$ cat config.mk
export PLATFORM = sky130hd
export DESIGN_NAME = fstp_div
export DESIGN_NICKNAME = d
export VERILOG_FILES = /design/src/rtl/fstp_div.sv
export SDC_FILE = /design/constraint.sdc
export NUM_CORES = 1
export LEC_CHECK = 0
export BUFFER_PORTS_ARGS = -buffer_cell sky130_fd_sc_hd__buf_2
export CAP_MARGIN = 20
export CELL_PAD_IN_SITES_DETAIL_PLACEMENT = 1
export CELL_PAD_IN_SITES_GLOBAL_PLACEMENT = 1
export CORE_MARGIN = 1.5
export CORE_UTILIZATION = 40
export CTS_CLUSTER_DIAMETER = 150
export DETAILED_ROUTE_END_ITERATION = 12
export PLACE_DENSITY_LB_ADDON = 0.12
export SYNTH_ARGS = -nofsm -noshare
export SYNTH_HDL_FRONTEND = slang
export SYNTH_SLANG_ARGS = --single-unit
export TNS_END_PERCENT = 30
$ cat constraint.sdc
create_clock -name clk -period 3.25 [get_ports clk]
set_clock_uncertainty 0.1 [all_clocks]
set_input_delay 0.1625 -clock clk [delete_from_list [all_inputs] [get_ports clk]]
set_output_delay 0.1625 -clock clk [all_outputs]
set_load 0.1 [all_outputs]
$ cat src/rtl/fstp_div.sv
// Restoring divider, one quotient bit per cycle, for the time slice.
// Depends on nothing but its parameters.
module fstp_div #(
  parameter int NUM_W = 31,
  parameter int DEN_W = 24,
  parameter int Q_W   = 14
) (
  input  logic             clk,
  input  logic             rst_n,
  input  logic             start,
  input  logic [NUM_W-1:0] num,
  input  logic [DEN_W-1:0] den,
  output logic             done,
  output logic [Q_W-1:0]   quo
);
  localparam int CNT_W = $clog2(NUM_W + 1);

  logic             busy_r, busy_nxt;
  logic             done_r, done_nxt;
  logic [CNT_W-1:0] cnt_r, cnt_nxt;
  logic [NUM_W-1:0] n_r, n_nxt;
  logic [NUM_W-1:0] q_r, q_nxt;
  logic [DEN_W-1:0] rem_r, rem_nxt;
  logic [DEN_W-1:0] den_r, den_nxt;
  logic [DEN_W:0]   trial;

  always_comb begin
    busy_nxt = busy_r;
    done_nxt = 1'b0;
    cnt_nxt  = cnt_r;
    n_nxt    = n_r;
    q_nxt    = q_r;
    rem_nxt  = rem_r;
    den_nxt  = den_r;
    trial    = {rem_r, n_r[NUM_W-1]};
    if (start) begin
      busy_nxt = 1'b1;
      cnt_nxt  = '0;
      n_nxt    = num;
      q_nxt    = '0;
      rem_nxt  = '0;
      den_nxt  = den;
    end else if (busy_r) begin
      n_nxt = n_r << 1;
      if (trial >= {1'b0, den_r}) begin
        rem_nxt = DEN_W'(trial - {1'b0, den_r});
        q_nxt   = {q_r[NUM_W-2:0], 1'b1};
      end else begin
        rem_nxt = trial[DEN_W-1:0];
        q_nxt   = {q_r[NUM_W-2:0], 1'b0};
      end
      cnt_nxt = cnt_r + 1'b1;
      if (cnt_r == CNT_W'(NUM_W - 1)) begin
        busy_nxt = 1'b0;
        done_nxt = 1'b1;
      end
    end
  end

  always_ff @(posedge clk) begin
    if (!rst_n) begin
      busy_r <= 1'b0;
      done_r <= 1'b0;
      cnt_r  <= '0;
    end else begin
      busy_r <= busy_nxt;
      done_r <= done_nxt;
      cnt_r  <= cnt_nxt;
    end
    n_r   <= n_nxt;
    q_r   <= q_nxt;
    rem_r <= rem_nxt;
    den_r <= den_nxt;
  end

  assign done = done_r;
  assign quo  = q_r[Q_W-1:0];
endmodule
* Word-level counts from Yosys, hierarchy flattened
Index checks and enable logic that the tools add are counted.
Word-level totals: bits in registers 100, bits of input ports 58, logic and storage cells 24
Cells by class: $add $sub $neg 2, $lt $le $gt $ge 1, equality and inequality tests 1, mux-type cells 8, bitwise operators 2, reductions and logical operators 3
Operators by type and width (count):
- 2-to-1 mux 31 bit | 2
- greater-or-equal comparator 25 x 24 -> 1 bit | 1
- 2-to-1 mux 24 bit | 1
- subtractor 24 bit | 1
- adder 5 x 1 -> 5 bit, second input constant | 1
- == test 5 bit, second input constant | 1
- 2-to-1 mux 1 bit | 5
- OR reduction 3 bit | 1
- inverter 1 bit | 2
- nonzero test 2 bit | 1
- OR reduction 2 bit | 1

* Longest topological paths before layout
depth in word-level cells 4, depth in mapped cells 13

* Least setup slack after synthesis
OpenSTA, ideal clock, no wires.
path kind register to register, start register den_r[1], end register rem_r[8], setup time 0.086 ns, arrival 2.548 ns, slack 0.516 ns, stages on the path, launching flop included 13, clock period less this slack 2.734 ns, cells stage by stage edfxtp_1 inv_1 ha_1 nor2b_4 o31ai_1 a211oi_2 o21ai_2 o31ai_4 a221o_1 buf_6 buf_12 mux2i_1 a211oi_1
Between the ends: longest elaborated chain between the ends 2, elaborated cells on any way between the ends 3
RTL lines:
- start: declaration | RTL line 24 | logic [DEN_W-1:0] den_r, den_nxt;
- start signal: assignment | RTL line 73 | den_r <= den_nxt;
- subtractor 24 bit / greater-or-equal comparator 25 x 24 -> 1 bit (equally long branches) | RTL line 46, 45
- 2-to-1 mux 24 bit (*) | RTL line 45 | if (trial >= {1'b0, den_r}) begin
- end signal: assignment | RTL line 72 | rem_r <= rem_nxt;
- end: declaration | RTL line 23 | logic [DEN_W-1:0] rem_r, rem_nxt;
Mark *: on every way between the ends. The rest lies on a longest branch, timed or not. A chain may end at the register's enable or synchronous reset.

* Final worst setup path
start register den_r[1], end register rem_r[19]
Same word-level chain as after synthesis.

==> results by group <==
Outcome
  • Status: finished, final reports clean

Pwr
  • Logic pwr share: between 20% and 30%
  • Switch Pwr: between 900 and 1000 uW
  • Clock network power share: roughly 31%
  • Total chip power: 3250 uW
  • Internal: ~2300 uW
  • Seq pwr share: 46.1%
  • Leakage: between 0.002 and 0.003 uW
  • Power Dens Cells: between 500 and 600 nW/um^2
  • Peak supply drop: around 0.00035 V
  • Sw Share: 29.0%

Final layout
  • Nets: around 670
  • Ratio of cells with drive above 1 in the final layout: between 20% and 30%
  • Area grow syn2layout: 20.7%
  • Fin area: between 6000 and 7000 um^2
  • Post-layout util: around 50%
  • Sequential cell area: ~2600 um^2
  • Footprint of the multi-input gates: 2450 um^2
  • Final Instance Count excl. Fillers: 760
  • # diodes: 0
  • Fillers: roughly 1400

Min path
  • Hold Crit Class: input pin to flip-flop

Clock tree
  • Post-CTS Resized: 0
  • CTS Sinks: 100
  • Clock slew at reported path FFs: around 70 ps
  • Worst skew pair latency: 350 ps
  • Clk root buf: clkbuf_16
  • CTS tree: yes
  • Total CTS buffers: 9
  • CTS max path bufs: 2
  • CTS H-tree depth: 3

Global routing
  • Tot GR Track Use: a little under a fifth
  • Largest net degree at the start of global routing: 46
  • Total congestion overflow: 0
  • Initial antenna violation count: 0
  • First-pass GRT wire length: 20.8 mm
  • Vias in the first global route: between 4000 and 5000

Synth
  • Commonest cells in the netlist: 55 x edfxtp_1, 50 x nor2_1, 45 x dfxtp_1, 32 x inv_1, 31 x mux2i_1
  • Unique masters post-synth: between 50 and 60
  • Ys flop type: edfxtp_1
  • Share of the synthesized area in compound gates (AO/OA/AOI/OAI): between 10% and 20%
  • Register area share after synthesis: roughly half
  • Synthesized area per cell: between 10 and 15 um^2
  • Cells after Synth: about 500
  • Synth Area in Simple Gates: 10.4%
  • Post-synthesis adder-cell area fraction: under 10%
  • Leading area contributor after synthesis: edfxtp_1
  • Most common cell in the netlist: edfxtp_1
  • Ys async rst share: 0%
  • Ys Warns: 0
  • Synthesized flop and latch total: 100
  • Post-Synth XOR/XNOR Area: around 3.7%
  • Post-synth top area share: around 31%
  • Main combinational cell family by area after synthesis: compound AO/OA/AOI/OAI gates
  • Post-synth EDFFs: between 50 and 60
  • Synth Net Count: approximately 570
  • Area contributors post-synth: edfxtp_1 31%, dfxtp_1 17%, mux2_2 6.4%
  • Post-synthesis cell area: ~5300 um^2
  • Multiplexer share of the synthesized area: between 10% and 20%

STA
  • Final setup violation count: 0
  • Final Cycle Share: about nine tenths
  • Worst-margin pin slew: about 640 ps
  • Pins over their slew limit: 0
  • Unrepaired setup endpoints after global routing: false
  • Setup_tns: 0 ps
  • Rel. slew slack: a little under three fifths
  • Final Critical Period: just under 3000 ps
  • Fmax: between 0.3 and 0.4 GHz
  • Fin. Hold Viols: 0

Worst setup path
  • RR Startpoint: den_r[1]$_DFFE_PP_
  • Crit path launch: den_r[1]$_DFFE_PP_
  • Worst flop-to-flop path endpoint: rem_r[19]$_SDFFE_PP0P_
  • Critical Path RT: 3360 ps
  • CP Capture Type: flip-flop
  • R2R depth: 12
  • Critical Path Sink: rem_r[19]$_SDFFE_PP0P_
  • Startpoint types: flip-flop
  • Crit Path Max Fanout: 15
  • Critical path arrival: between 3000 and 4000 ps
  • Crit Path Category: flip-flop to flip-flop
  • Flop2flop setup slack: around 300 ps

Place
  • Port Buffers: just over 70
  • Post-placement cell area: between 5000 and 6000 um^2
  • Placed Cells: slightly above 700
  • DPL Wire Length: 8.44 mm
  • Placer congestion estimate: ~0.8

Route
  • Antenna viol nets, final: 0
  • Routed WL per cell: 15.9 um
  • DR pass1 iterations: 6
  • DRC violations left: 0
  • Routed vias/inst: 5.19
  • Initial DRC Count: ~120
  • Final WL: 12.1 mm
  • Vias post-DR: between 3000 and 4000

Floorplanning
  • Initial Util: around two fifths
  • Die Y: between 100 and 150 um
  • Die ar.: 13900 um^2
  • Row cnt: 41
  • Ports: 73
  • Chip width: around 120 um
  • Core area: 12800 um^2

Run
  • Number of max-cap violations: 0
sequential cells by signal, summed over array words and instances (netlist names):
name,cells
n_r,31
den_r,24
rem_r,24
q_r,14
cnt_r,5
busy_r,1
done,1
what timing repair did:
| item | 4_1_cts | 5_1_grt |
|---|---|---|
| endpoints found under the setup margin | 0 | 0 |
| buffers inserted | 0 | 0 |
| endpoints found under the hold margin | 33 | 0 |
| hold buffers | 33 | 0 |
final cells by class:
cell class                 instances  area share [%]
timing repair buffer             114            11.9
sequential                       100            40.1
clock buffer                      11            3.65
multi-input combinational        325            38.4
tap                              172            3.38
clock inverter                     5           0.570
inverter                          33            1.94
how the worst min path moves through the flow:
stage | from | to | slack, ps | cells after the start
3_5_place_dp | den[11] | den_r[11]$_DFFE_PP_ | 240 | 1
2_1_floorplan | den[0] | den_r[0]$_DFFE_PP_ | 160 | 0
3_3_place_gp | den[7] | den_r[7]$_DFFE_PP_ | 240 | 1
5_1_grt | num[18] | n_r[18]$_DFFE_PP_ | 3 | 2
4_1_cts | num[29] | n_r[29]$_DFFE_PP_ | 0.6 | 2
6_report | num[13] | n_r[13]$_DFFE_PP_ | 20 | 2
power groups by stage:
stage / sequential (uW) / clock [uW] / combinational, uW
final: 1500 / 1010 / 748
after global routing: 1510 / 1080 / 833
after CTS: 1500 / 1040 / 755
after detailed placement: 1530 / 0 / 717
after global placement: 1520 / 0 / 699
after floorplan: 1520 / 0 / 555
kinds of logic after synthesis:
logic type	Yosys count
adders and majority gates	27
and+or+nand+nor	113
xor gates and xnor gates	22
DFF	100
muxes	62
AOI/OAI and AO/OA	101
buffers and inverters	62
cells in the final DEF (no fill, tap or decap), types with 8 or more instances in the layout:
cell type      Yosys  routed
nand4_1            8       8
a211oi_1          22      22
xor2_1            10      10
o21ai_0           13      13
buf_4              0      10
ha_1              26      26
nor2_1            50      50
xnor2_1           12      12
dfxtp_1           45      44
inv_1             32      32
nand2_1           17      17
dlygate4sd3_1      0      33
edfxtp_1          55      55
clkbuf_16          0       9
mux2i_1           31      31
a21oi_1           26      26
mux2_2            30      30
buf_2              3      71
worst max-delay path, stage by stage (launching register included):
cell      delay [ps]
edfxtp_1         380
inv_1             50
ha_1             300
nor2b_4          150
o31ai_1           60
buf_4            150
a211oi_2         270
o21ai_2          140
o31ai_4          300
a221o_1          240
buf_4            300
mux2i_1          250
a211oi_1          90
metrics by stage:
stage                     setup slack (ps)  hold slack (ps)
after floorplan                        516              161
after global placement                 443              240
after detailed placement               310              241
after CTS                              234            0.564
after global routing                  39.7             2.64
final                                  303             16.1
layer usage:
layer / up-vias / wire, um / track usage, % / part of all wire [%]
met2: 69 / 6000 / 33.4 / 50
met1: 1909 / 5450 / 21.6 / 45
met3: 12 / 458 / 4.51 / 3.8
met5: - / 0 / 0 / 0
li1: 1956 / - / - / -
met4: 0 / 176 / 5.79 / 1.5
(Power assumes the default switching activity.)
